[config.mk]
export PLATFORM = sky130hd
export DESIGN_NAME = char_lcd_nibble_write_sequencer
export DESIGN_NICKNAME = d
export VERILOG_FILES = /design/src/rtl/lcdnw_pkg.sv /design/src/rtl/char_lcd_nibble_write_sequencer.sv /design/src/rtl/lcdnw_front.sv /design/src/rtl/lcdnw_queue.sv /design/src/rtl/lcdnw_back.sv
export SDC_FILE = /design/constraint.sdc
export NUM_CORES = 1
export LEC_CHECK = 0
export ABC_AREA = 1
export BUFFER_PORTS_ARGS = -buffer_cell sky130_fd_sc_hd__buf_2
export CORE_MARGIN = 4
export CORE_UTILIZATION = 50
export CTS_BUF_LIST = sky130_fd_sc_hd__clkbuf_4 sky130_fd_sc_hd__clkbuf_8 sky130_fd_sc_hd__clkbuf_16
export DETAILED_ROUTE_END_ITERATION = 7
export MAX_ROUTING_LAYER = met4
export PLACE_DENSITY = 0.84
export SYNTH_ARGS = -nofsm -noshare
export SYNTH_HDL_FRONTEND = slang
export SYNTH_HIERARCHICAL = 1
export SYNTH_SLANG_ARGS = --single-unit
export TNS_END_PERCENT = 30
[constraint.sdc]
create_clock -name clk -period 2.85 [get_ports clk]
set_input_delay 0.57 -clock clk [delete_from_list [all_inputs] [get_ports clk]]
set_output_delay 0.57 -clock clk [all_outputs]
set_load 0.1 [all_outputs]
[src/rtl/lcdnw_pkg.sv]
// ---------------------------------------------------------------------------
// lcdnw_pkg
// Types, constants and tables shared by the LCD nibble write sequencer.
// ---------------------------------------------------------------------------
package lcdnw_pkg;

	localparam int unsigned LCDNW_QUEUE_DEPTH = 4;

	localparam int unsigned IN_TDATA_W  = 24;
	localparam int unsigned IN_TUSER_W  = 2;
	localparam int unsigned OUT_TDATA_W = 24;
	localparam int unsigned CFG_INDEX_W = 8;
	localparam int unsigned CFG_DATA_W  = 16;
	localparam int unsigned HOLD_W      = 16;

	localparam logic [15:0] STEP_HOLD_RESET   = 16'd1000;
	localparam logic [15:0] SETTLE_HOLD_RESET = 16'd100;

	// configuration register indexes
	localparam logic [CFG_INDEX_W-1:0] REG_STEP_HOLD   = 8'd0;
	localparam logic [CFG_INDEX_W-1:0] REG_SETTLE_HOLD = 8'd1;

	// request codes
	typedef enum logic [1:0] {
		OP_INIT   = 2'd0,
		OP_CMD    = 2'd1,
		OP_DATA   = 2'd2,
		OP_CURSOR = 2'd3
	} op_t;

	typedef enum logic {
		JOB_BYTE  = 1'b0,
		JOB_PAUSE = 1'b1
	} job_kind_t;

	// one unit of work for the back end
	typedef struct packed {
		job_kind_t  kind;
		logic       sel;     // register select for a byte
		logic [7:0] val;     // byte to send
		logic       settle;  // pause uses the cursor settle hold
		logic       last;    // final job of the request
	} job_t;

	// power-up command bytes
	localparam logic [7:0] INIT_B0 = 8'h33;
	localparam logic [7:0] INIT_B1 = 8'h32;
	localparam logic [7:0] INIT_B2 = 8'h28;
	localparam logic [7:0] INIT_B3 = 8'h0e;
	localparam logic [7:0] INIT_B4 = 8'h01;
	localparam logic [7:0] INIT_B5 = 8'h06;

	localparam logic [2:0] INIT_LAST_IDX = 3'd7;

	function automatic job_t byte_job(logic sel, logic [7:0] val, logic last);
		job_t j;
		j.kind   = JOB_BYTE;
		j.sel    = sel;
		j.val    = val;
		j.settle = 1'b0;
		j.last   = last;
		return j;
	endfunction

	function automatic job_t pause_job(logic settle, logic last);
		job_t j;
		j.kind   = JOB_PAUSE;
		j.sel    = 1'b0;
		j.val    = 8'h00;
		j.settle = settle;
		j.last   = last;
		return j;
	endfunction

	// init sequence: pause, 33, 32, 28, 0E, 01, pause, 06
	function automatic job_t init_job(logic [2:0] idx);
		job_t j;
		case (idx)
			3'd0: j = pause_job(1'b0, 1'b0);
			3'd1: j = byte_job(1'b0, INIT_B0, 1'b0);
			3'd2: j = byte_job(1'b0, INIT_B1, 1'b0);
			3'd3: j = byte_job(1'b0, INIT_B2, 1'b0);
			3'd4: j = byte_job(1'b0, INIT_B3, 1'b0);
			3'd5: j = byte_job(1'b0, INIT_B4, 1'b0);
			3'd6: j = pause_job(1'b0, 1'b0);
			3'd7: j = byte_job(1'b0, INIT_B5, 1'b1);
			default: j = pause_job(1'b0, 1'b0);
		endcase
		return j;
	endfunction

	// DDRAM base address of each row, chosen by (row - 1) mod 4
	function automatic logic [7:0] row_base(logic [2:0] row);
		logic [1:0] idx;
		logic [7:0] b;
		idx = row[1:0] + 2'd3;
		case (idx)
			2'd0: b = 8'h80;
			2'd1: b = 8'hc0;
			2'd2: b = 8'h94;
			2'd3: b = 8'hd4;
			default: b = 8'h80;
		endcase
		return b;
	endfunction

endpackage

[src/rtl/char_lcd_nibble_write_sequencer.sv]
// ---------------------------------------------------------------------------
// char_lcd_nibble_write_sequencer
// 4-bit character LCD write sequencer: requests in, timed pin states out.
// ---------------------------------------------------------------------------
// Each input item is one request (tuser): power-up init, command byte, data
// byte or cursor move. Every output item is one pin state for the display
// (D7..D4, enable, register select) plus the number of delay units to hold
// it; tlast marks the final state of a request. A byte goes out as seven
// states, a cursor move as eight (command plus a settle pause), the init
// request as 44. One output item leaves per cycle while the sink is ready.
// A cursor move keeps the front end busy while it queues the settle pause.
// Init keeps it busy until all eight of its jobs are queued; the four-entry
// queue fills on the way, and sink stalls make this longer.
// With a free queue it takes the next request while the previous one is
// still being played out.
// Hold counts come from step_hold (index 0) and cursor_settle_hold (index 1),
// written through the cfg port; the user must write them only while the
// block is idle, which the block itself does not enforce. cfg_ready is
// always high and writes to other indexes are ignored.
// ---------------------------------------------------------------------------
module char_lcd_nibble_write_sequencer import lcdnw_pkg::*; #(
	parameter int unsigned QUEUE_DEPTH = LCDNW_QUEUE_DEPTH
) (
	input  logic                   clk,
	input  logic                   arst_n,
	// request stream
	input  logic                   s_tvalid,
	output logic                   s_tready,
	input  logic [IN_TDATA_W-1:0]  s_tdata,   // byte_value[7:0], column[13:8], row[16:14]
	input  logic [IN_TUSER_W-1:0]  s_tuser,   // op[1:0]
	// pin state stream
	output logic                   m_tvalid,
	input  logic                   m_tready,
	output logic [OUT_TDATA_W-1:0] m_tdata,   // data_nibble[3:0], enable[4], hold_count[20:5]
	output logic                   m_tuser,   // reg_select
	output logic                   m_tlast,   // last
	// configuration writes
	input  logic                   cfg_valid,
	output logic                   cfg_ready,
	input  logic [CFG_INDEX_W-1:0] cfg_index,
	input  logic [CFG_DATA_W-1:0]  cfg_data
);

	logic q_full;
	logic q_empty;
	logic q_pop;
	logic push_valid;
	job_t push_job;
	job_t q_head;

	// registers are plain flops, so a write is always taken
	assign cfg_ready = 1'b1;

	// front: decode and expand requests into jobs
	lcdnw_front u_front (
		.clk        (clk),
		.arst_n     (arst_n),
		.s_tvalid   (s_tvalid),
		.s_tready   (s_tready),
		.s_tdata    (s_tdata),
		.s_tuser    (s_tuser),
		.q_full     (q_full),
		.push_valid (push_valid),
		.push_job   (push_job)
	);

	// decoupling queue
	lcdnw_queue #(
		.DEPTH (QUEUE_DEPTH)
	) u_queue (
		.clk        (clk),
		.arst_n     (arst_n),
		.push_valid (push_valid),
		.push_job   (push_job),
		.full       (q_full),
		.pop        (q_pop),
		.head       (q_head),
		.empty      (q_empty)
	);

	// back: per-cycle pin sequencer, holds pin state and hold registers
	lcdnw_back u_back (
		.clk       (clk),
		.arst_n    (arst_n),
		.cfg_valid (cfg_valid),
		.cfg_index (cfg_index),
		.cfg_data  (cfg_data),
		.head      (q_head),
		.empty     (q_empty),
		.pop       (q_pop),
		.m_tvalid  (m_tvalid),
		.m_tready  (m_tready),
		.m_tdata   (m_tdata),
		.m_tuser   (m_tuser),
		.m_tlast   (m_tlast)
	);

endmodule

[src/rtl/lcdnw_front.sv]
// ---------------------------------------------------------------------------
// lcdnw_front
// Accepts requests and breaks them into byte and pause jobs for the queue.
// ---------------------------------------------------------------------------
module lcdnw_front import lcdnw_pkg::*; (
	input  logic                  clk,
	input  logic                  arst_n,
	input  logic                  s_tvalid,
	output logic                  s_tready,
	input  logic [IN_TDATA_W-1:0] s_tdata,
	input  logic [IN_TUSER_W-1:0] s_tuser,
	input  logic                  q_full,
	output logic                  push_valid,
	output job_t                  push_job
);

	typedef enum logic [1:0] {
		F_IDLE,
		F_INIT,
		F_CURSOR
	} fstate_t;

	fstate_t    state_q;
	logic [2:0] init_idx_q;

	logic [7:0] byte_value;
	logic [5:0] column;
	logic [2:0] row;
	logic [7:0] cursor_addr;
	op_t        op;
	logic       accept;

	assign byte_value  = s_tdata[7:0];
	assign column      = s_tdata[13:8];
	assign row         = s_tdata[16:14];
	assign op          = op_t'(s_tuser);
	assign cursor_addr = row_base(row) + {2'b00, column} - 8'd1;

	assign s_tready = (state_q == F_IDLE) && !q_full;
	assign accept   = s_tvalid && s_tready;

	always_comb begin
		push_valid = 1'b0;
		push_job   = pause_job(1'b0, 1'b0);
		case (state_q)
			F_IDLE: begin
				push_valid = accept;
				case (op)
					OP_INIT:   push_job = init_job(3'd0);
					OP_CMD:    push_job = byte_job(1'b0, byte_value, 1'b1);
					OP_DATA:   push_job = byte_job(1'b1, byte_value, 1'b1);
					OP_CURSOR: push_job = byte_job(1'b0, cursor_addr, 1'b0);
					default:   push_job = pause_job(1'b0, 1'b0);
				endcase
			end
			F_INIT: begin
				push_valid = !q_full;
				push_job   = init_job(init_idx_q);
			end
			F_CURSOR: begin
				push_valid = !q_full;
				push_job   = pause_job(1'b1, 1'b1);
			end
			default: begin
				push_valid = 1'b0;
			end
		endcase
	end

	always_ff @(posedge clk or negedge arst_n) begin
		if (!arst_n) begin
			state_q    <= F_IDLE;
			init_idx_q <= 3'd0;
		end else begin
			case (state_q)
				F_IDLE: begin
					if (accept) begin
						init_idx_q <= 3'd1;
						if (op == OP_INIT) begin
							state_q <= F_INIT;
						end else if (op == OP_CURSOR) begin
							state_q <= F_CURSOR;
						end
					end
				end
				F_INIT: begin
					if (!q_full) begin
						init_idx_q <= init_idx_q + 3'd1;
						if (init_idx_q == INIT_LAST_IDX) begin
							state_q <= F_IDLE;
						end
					end
				end
				F_CURSOR: begin
					if (!q_full) begin
						state_q <= F_IDLE;
					end
				end
				default: begin
					state_q <= F_IDLE;
				end
			endcase
		end
	end

endmodule

[src/rtl/lcdnw_queue.sv]
// ---------------------------------------------------------------------------
// lcdnw_queue
// Small job queue between the request front end and the pin sequencer.
// ---------------------------------------------------------------------------
module lcdnw_queue import lcdnw_pkg::*; #(
	parameter int unsigned DEPTH = LCDNW_QUEUE_DEPTH
) (
	input  logic clk,
	input  logic arst_n,
	input  logic push_valid,
	input  job_t push_job,
	output logic full,
	input  logic pop,
	output job_t head,
	output logic empty
);

	localparam int unsigned PTR_W = (DEPTH > 1) ? $clog2(DEPTH) : 1;
	localparam int unsigned CNT_W = $clog2(DEPTH + 1);
	localparam logic [PTR_W-1:0] PTR_MAX = PTR_W'(DEPTH - 1);
	localparam logic [CNT_W-1:0] CNT_MAX = CNT_W'(DEPTH);

	job_t             mem_q [DEPTH];
	logic [PTR_W-1:0] wr_ptr_q;
	logic [PTR_W-1:0] rd_ptr_q;
	logic [CNT_W-1:0] count_q;
	logic             do_push;
	logic             do_pop;

	assign full    = (count_q == CNT_MAX);
	assign empty   = (count_q == '0);
	assign head    = mem_q[rd_ptr_q];
	assign do_push = push_valid && !full;
	assign do_pop  = pop && !empty;

	always_ff @(posedge clk) begin
		if (do_push) begin
			mem_q[wr_ptr_q] <= push_job;
		end
	end

	always_ff @(posedge clk or negedge arst_n) begin
		if (!arst_n) begin
			wr_ptr_q <= '0;
			rd_ptr_q <= '0;
			count_q  <= '0;
		end else begin
			if (do_push) begin
				wr_ptr_q <= (wr_ptr_q == PTR_MAX) ? '0 : wr_ptr_q + PTR_W'(1);
			end
			if (do_pop) begin
				rd_ptr_q <= (rd_ptr_q == PTR_MAX) ? '0 : rd_ptr_q + PTR_W'(1);
			end
			if (do_push && !do_pop) begin
				count_q <= count_q + CNT_W'(1);
			end else if (do_pop && !do_push) begin
				count_q <= count_q - CNT_W'(1);
			end
		end
	end

endmodule

[src/rtl/lcdnw_back.sv]
// ---------------------------------------------------------------------------
// lcdnw_back
// Plays jobs out as pin states, one per cycle while the output is not stalled, into a registered output.
// ---------------------------------------------------------------------------
module lcdnw_back import lcdnw_pkg::*; (
	input  logic                   clk,
	input  logic                   arst_n,
	input  logic                   cfg_valid,
	input  logic [CFG_INDEX_W-1:0] cfg_index,
	input  logic [CFG_DATA_W-1:0]  cfg_data,
	input  job_t                   head,
	input  logic                   empty,
	output logic                   pop,
	output logic                   m_tvalid,
	input  logic                   m_tready,
	output logic [OUT_TDATA_W-1:0] m_tdata,
	output logic                   m_tuser,
	output logic                   m_tlast
);

	logic [HOLD_W-1:0] step_hold_q;
	logic [HOLD_W-1:0] settle_hold_q;
	logic [3:0]        pin_nibble_q;
	logic              pin_select_q;
	logic [2:0]        step_q;

	logic              out_valid_q;
	logic [3:0]        out_nibble_q;
	logic              out_select_q;
	logic              out_enable_q;
	logic [HOLD_W-1:0] out_hold_q;
	logic              out_last_q;

	logic              advance;
	logic              job_done;
	logic [3:0]        nxt_nibble;
	logic              nxt_select;
	logic              nxt_enable;
	logic [HOLD_W-1:0] nxt_hold;
	logic              nxt_last;

	assign advance  = !empty && (!out_valid_q || m_tready);
	assign job_done = (head.kind == JOB_PAUSE) || (step_q == 3'd6);
	assign pop      = advance && job_done;

	always_comb begin
		nxt_nibble = pin_nibble_q;
		nxt_select = head.sel;
		nxt_enable = 1'b0;
		nxt_hold   = step_hold_q;
		nxt_last   = 1'b0;
		if (head.kind == JOB_PAUSE) begin
			nxt_select = pin_select_q;
			nxt_hold   = head.settle ? settle_hold_q : step_hold_q;
			nxt_last   = head.last;
		end else begin
			case (step_q)
				3'd0: nxt_nibble = pin_nibble_q;
				3'd1: nxt_nibble = head.val[7:4];
				3'd2: begin
					nxt_nibble = head.val[7:4];
					nxt_enable = 1'b1;
				end
				3'd3: nxt_nibble = head.val[7:4];
				3'd4: begin
					// enable rise follows straight away
					nxt_nibble = head.val[3:0];
					nxt_hold   = '0;
				end
				3'd5: begin
					nxt_nibble = head.val[3:0];
					nxt_enable = 1'b1;
				end
				default: begin
					nxt_nibble = head.val[3:0];
					nxt_last   = head.last;
				end
			endcase
		end
	end

	always_ff @(posedge clk or negedge arst_n) begin
		if (!arst_n) begin
			step_hold_q   <= STEP_HOLD_RESET;
			settle_hold_q <= SETTLE_HOLD_RESET;
		end else if (cfg_valid) begin
			if (cfg_index == REG_STEP_HOLD) begin
				step_hold_q <= cfg_data;
			end else if (cfg_index == REG_SETTLE_HOLD) begin
				settle_hold_q <= cfg_data;
			end
		end
	end

	always_ff @(posedge clk or negedge arst_n) begin
		if (!arst_n) begin
			pin_nibble_q <= '0;
			pin_select_q <= 1'b0;
			step_q       <= '0;
			out_valid_q  <= 1'b0;
		end else begin
			if (advance) begin
				out_valid_q <= 1'b1;
				step_q      <= job_done ? 3'd0 : step_q + 3'd1;
				if (head.kind == JOB_BYTE) begin
					if (step_q == 3'd0) begin
						pin_select_q <= head.sel;
					end
					if (step_q == 3'd1 || step_q == 3'd4) begin
						pin_nibble_q <= nxt_nibble;
					end
				end
			end else if (m_tready) begin
				out_valid_q <= 1'b0;
			end
		end
	end

	always_ff @(posedge clk) begin
		if (advance) begin
			out_nibble_q <= nxt_nibble;
			out_select_q <= nxt_select;
			out_enable_q <= nxt_enable;
			out_hold_q   <= nxt_hold;
			out_last_q   <= nxt_last;
		end
	end

	assign m_tvalid = out_valid_q;
	assign m_tdata  = {3'b000, out_hold_q, out_enable_q, out_nibble_q};
	assign m_tuser  = out_select_q;
	assign m_tlast  = out_last_q;

endmodule

Yosys cells after proc, flatten, opt, wreduce, memory -nomap -nowiden
Memories as Yosys holds them, arrays and structs flattened. Cells that the tools add are included.

Register bits: 76. RAM bits: 48. Bits in read-only memories: 64. Output and inout port bits: 29. Logic and storage cells: 120. Memories kept: 2.

$add $sub $neg: 9. Eq/ne operators: 24. Muxes and demuxes: 32. Bitwise gates (word level): 2. Reductions and logical operators: 35.

Memory list: (name not given) (depth 8, bits a word 8, read ports 1, clocked after memory_dff 0, write ports 0, RTL line lcdnw_pkg.sv:78) `case (idx)`; u_queue.mem_q (depth 4, bits a word 12, read ports 1, clocked after memory_dff 0, write ports 1, RTL line lcdnw_queue.sv:23) `job_t mem_q [DEPTH];`.

Operators with widths (number): $mux 16 (3); $pmux 12 s4 (1); $pmux 12 s3 (1); $pmux 8 s4 (1); $mux 2 (8); $eq 3x3->1 const B (5); $mux 3 (5); $eq 2x2->1 const B (7); $reduce_and 3->1 (4); $add 3x1->3 const B (3); $add 8x6->8 (1); $eq 8x1->1 const B (1); $logic_and 1x1->1 (8); $logic_not 8->1 (1); $mux 1 (8); $pmux 4 s2 (1); $sub 8x1->8 const B (1); $eq 2x1->1 const B (3); $eq 3x2->1 const B (2); $logic_not 2->1 (3); $logic_not 3->1 (2); $pmux 2 s3 (1); $pmux 3 s2 (1); $reduce_bool 2->1 (3); other kinds (17) (28).

Depth between registers and ports, before layout
Word-level depth: 10. Depth in mapped cells: 16. Mapped depth without buffers: 16.

By module
The synthesis kept the hierarchy.

Modules (own cells, without submodules): lcdnw_back (instances 1, cells an instance 299, area an instance 2855.2 µm²); lcdnw_queue (instances 1, cells an instance 201, area an instance 2398.6 µm²); lcdnw_front (instances 1, cells an instance 176, area an instance 1106.1 µm²); char_lcd_nibble_write_sequencer (instances 1, cells an instance 2, area an instance 11.3 µm²).

Worst setup path before layout
No wires, ideal clock.

Path kind: register to register. Start point: reg u_front.state_q[0]. End point: reg u_queue.count_q[2]. Data arrival time: 3.414 ns. Required time: 2.733 ns. Slack: -0.681 ns. Stages on the path, launching flop included: 16. Path buffers: 0. Clock period less this slack: 3.531 ns. Cells stage by stage: dfrtp_1 -> inv_1 -> ha_1 -> inv_2 -> nor2_1 -> nand2_1 -> a21oi_1 -> nand2_2 -> inv_1 -> ha_1 -> inv_1 -> fa_1 -> nand2_1 -> nand3_1 -> nand2_1 -> nand2_1.

Word-level cells in the longest chain between the ends: 8. Elaborated cells between the ends (all ways): 13. Those cells by class: eq/ne (2); mux (2); reduce/logical (9).

Ends and longest elaborated chain: from (decl) (RTL line lcdnw_front.sv:23) `fstate_t state_q;`; from (signal assigned) (RTL line lcdnw_front.sv:72) `state_q <= F_IDLE;`; from (signal assigned) (RTL line lcdnw_front.sv:80) `state_q <= F_INIT;`; from (signal assigned) (RTL line lcdnw_front.sv:82) `state_q <= F_CURSOR;`; $logic_not 2->1 * (RTL line lcdnw_front.sv:39) `assign s_tready = (state_q == F_IDLE) && !q_full;`; $logic_and 1x1->1 * (RTL line lcdnw_front.sv:39); named net s_tready (RTL line char_lcd_nibble_write_sequencer.sv:28) `output logic s_tready,`; $logic_and 1x1->1 * (RTL line lcdnw_front.sv:40) `assign accept = s_tvalid && s_tready;`; $pmux 1 s2 * (RTL line lcdnw_front.sv:45) `case (state_q)`; named net push_valid (RTL line char_lcd_nibble_write_sequencer.sv:47) `logic push_valid;`; $logic_and 1x1->1 * (RTL line lcdnw_queue.sv:33) `assign do_push = push_valid && !full;`; named net u_queue.do_push (RTL line lcdnw_queue.sv:27) `logic do_push;`; $logic_not 1->1 (RTL line lcdnw_queue.sv:56) `end else if (do_pop && !do_push) begin`; $logic_and 1x1->1 (RTL line lcdnw_queue.sv:56); $reduce_bool 2->1 (no line); to (signal assigned) (RTL line lcdnw_queue.sv:55) `count_q <= count_q + CNT_W'(1);`; to (signal assigned) (RTL line lcdnw_queue.sv:57) `count_q <= count_q - CNT_W'(1);`; to (decl) (RTL line lcdnw_queue.sv:26) `logic [CNT_W-1:0] count_q;`.

Mark *: on every way through the listed nets, which the timed path passes. The rest lies on a longest branch. A chain may end at the register's enable or synchronous reset.

Worst setup path after layout
Start point: reg u_front.state_q[0]. End point: reg u_queue.count_q[2].

Word-level cells in the longest chain between the ends: 8. Elaborated cells between the ends (all ways): 13. Those cells by class: eq/ne (2); mux (2); reduce/logical (9).

Ends and longest elaborated chain (RTL line): $logic_not 2->1 (lcdnw_front.sv:39, lcdnw_front.sv:45); $logic_and 1x1->1 (lcdnw_front.sv:39); $logic_and 1x1->1 (lcdnw_front.sv:40); $pmux 1 s2 * (lcdnw_front.sv:45); named net push_valid (char_lcd_nibble_write_sequencer.sv:47); $logic_and 1x1->1 * (lcdnw_queue.sv:33); named net u_queue.do_push (lcdnw_queue.sv:27); $logic_not 1->1 (lcdnw_queue.sv:56); $logic_and 1x1->1 (lcdnw_queue.sv:56); $reduce_bool 2->1 (no line).

Marks and branches as above.

==> out/results.tsv <==
metric	value	unit
min_period	2530	ps
power	9.62	mW
syn-cell-area	6370	um2
p_leak	3.56	nW
setup_viol	0	
p_comb_share	47.1	%
final_area	7500	um2
rsz0062_at_grt	false	
cts_max_path_buffers	2	
ys_async_sr_fraction	42.7	%
drv_cap	0	
grt_pass1_vias	4697	
syn2layout_area_growth	17.7	%
start_util	52.0	%
n_antenna_cell	0	
synthFlopType	edfxtp_1	
firstDrtPassIters	6	
synth_cells	678	
timing.rr.end	u_queue/count_q[2]$_DFFE_PN0P_	
postCtsSetupRepairBufs	0	
layout_common_cells	nand2_1 (166), inv_1 (99), buf_2 (71), edfxtp_1 (71), dfrtp_1 (44)	
placed_cell_area	6890	um2
gp_congestion	0.867	
skew	10.4	ps
viasPerCell	5.10	
antenna_found_initial	0	
tightest_slew	605	ps
clk_latency	410	ps
dp_hpwl	8530	um
final_max_slew_viol_count	0	
ctsResizeCount	0	
nNetsFinal	852	
power.density	1280	nW/um2
slew_headroom	59.6	%
ctsHtreeMaxLevel	4	
finalCritPeriodShare	88.8	%
synth_edf_count	71	
ys_ff_latch	124	
post-route-util	61.2	%
pin_count	84	
clock-sinks	124	
routedWlPerCell	13.7	um
status	completed	
final_common_cell	nand2_1	
vdd_drop_max	910	uV
worst-r2r-cell-count	15	
drc_errors	0	
track_usage	18.7	%
fillers	972	
clkSlewWorstSetupHoldPaths	60	ps
drtIter0Drc	350	
grt_max_degree	33	
synth_warnings	6	
max_freq	0.395	GHz
worstSetupPathType	reg2reg	
endpoint_kind	register	
p_sw_share	45.5	%
clockRootBuffer	clkbuf_16	
power_frac_clock	22.3	%
drive_gt1_share	19.3	%
intPower	5.25	mW
start_kind	register	
syn_avg_cell_area	9.40	um2
grt_pass1_wl	21100	um
p_switching	4.37	mW
fin_setup_tns	0	ps
ys_seq_area_share	54.5	%
ys_types	40	
cts_tree	yes	
postCtsHoldBufs	0	
crit_required	3150	ps
numCtsBuffers	17	
critPathArrivalTime	2840	ps
routed_wl	12800	um
hold_class	in2async	
overflow	0	
die_x	121	um
hold_violations	0	
vias	4789	
rows	40	
ant_nets	0	
core_area	12300	um2
portBuffers	71	
rrSetupSlack	320	ps
p_seq_share	30.6	%
crit-reg2reg-launch	u_front/state_q[0]$_DFFE_PN0P_	
die_h	121	um
cp_max_fo	7	
dieArea	14600	um2
power groups by stage:
stage                     sequential (mW)  clock, mW  combinational, mW
final                                2.94       2.15               4.53
after global routing                 2.99       2.25               4.97
after CTS                            2.94       2.17               4.54
after detailed placement             2.96          0               4.48
after global placement               2.95          0               4.38
after floorplan                      4.14          0               2.49
state kept, by name, indices dropped and copies added, names as in the netlist:
register,cells
u_back/m_tvalid,1
u_back/out_hold_q,16
u_front/init_idx_q,3
u_back/out_enable_q,1
u_back/settle_hold_q,16
u_back/step_q,3
u_back/pin_select_q,1
u_back/m_tlast,1
u_queue/mem_q,48
u_front/state_q,2
u_queue/count_q,3
u_queue/rd_ptr_q,2
u_back/m_tuser,1
u_queue/wr_ptr_q,2
u_back/out_nibble_q,4
u_back/pin_nibble_q,4
u_back/step_hold_q,16
synth_stat cells, types with 2 or more instances:
cell type	count	area share, %
a21o_1	2	0.24
a21oi_1	26	2.0
a21oi_2	2	0.27
a31oi_1	2	0.20
buf_1	2	0.12
buf_2	6	0.47
buf_4	7	0.82
buf_6	6	1.1
clkbuf_1	6	0.35
conb_1	2	0.12
dfrtp_1	44	17
dfstp_2	9	3.7
edfxtp_1	71	33
fa_1	2	0.63
ha_1	37	7.3
inv_1	99	5.8
inv_2	5	0.29
nand2_1	166	9.8
nand2_2	6	0.59
nand2_4	2	0.35
nand3_1	22	1.7
nand4_1	9	0.88
nor2_1	43	2.5
nor3_1	2	0.16
o211ai_1	24	2.8
o21ai_0	28	2.2
o21ai_1	19	1.5
o22ai_1	17	1.7
layer usage:
layer,up-vias,GRT usage (%),part of all wire (%)
met1,2218,21.4,42
met2,151,31.7,51
li1,2393,-,-
met4,0,6.87,2.1
met5,-,-,0
met3,27,4.90,5.4
through the flow:
| stage | hold slack, ps | std cells | worst slack [ps] |
|---|---|---|---|
| floorplan | 274 | 680 | 69.3 |
| global placement | 462 | 907 | 191 |
| detailed placement | 466 | 907 | 144 |
| CTS | 63.3 | 939 | 334 |
| global route | 83.8 | 939 | 107 |
| finish | 65.6 | 939 | 319 |
critical path, cell delays in order, from the launching register on:
cell and delay, ps:
dfrtp_1 410, inv_1 100, ha_1 260, inv_2 80
nor2_4 80, nand2_1 60, a21oi_1 270, nand2_2 170
inv_1 90, ha_1 160, inv_1 60, fa_1 370
nand2_1 100, nand3_1 90, nand2_1 60, nand2_1 50
final cells by class:
type	count	area, um2	share of cell area (%)
clock inverters	8	77.6	1.03
inverters	105	394	5.25
multi-input cells	424	2350	31.3
well taps	168	210	2.80
flip-flops and latches	124	3470	46.3
repair buffers	86	468	6.24
clock buffers	24	532	7.09
kinds of logic after synthesis:
kind of cell    count (synthesis)  synth area share [%]
fa+ha+maj                      39                  7.89
flops                         124                  54.5
buf+inv                       132                  9.01
simple gates                  255                  16.7
other cells                     2                 0.118
compound gates                125                  11.7
xor+xnor                        1                 0.137
worst max-delay path by stage:
stage | cells past startpoint | end | slack, ps | startpoint
after floorplan | 9 | u_queue/count_q[1]$_DFFE_PN0P_ | 70 | u_back/m_tvalid$_DFFE_PN0P_
after global placement | 12 | u_queue/mem_q[2][9]$_DFFE_PP_ | 190 | s_tdata[14]
after detailed placement | 12 | u_queue/mem_q[0][9]$_DFFE_PP_ | 140 | s_tdata[14]
after CTS | 15 | u_queue/count_q[2]$_DFFE_PN0P_ | 330 | u_front/state_q[0]$_DFFE_PN0P_
after global routing | 15 | u_queue/count_q[2]$_DFFE_PN0P_ | 110 | u_queue/count_q[0]$_DFFE_PN0P_
final | 15 | u_queue/count_q[2]$_DFFE_PN0P_ | 320 | u_front/state_q[0]$_DFFE_PN0P_
Power figures use the tool's default switching activity.
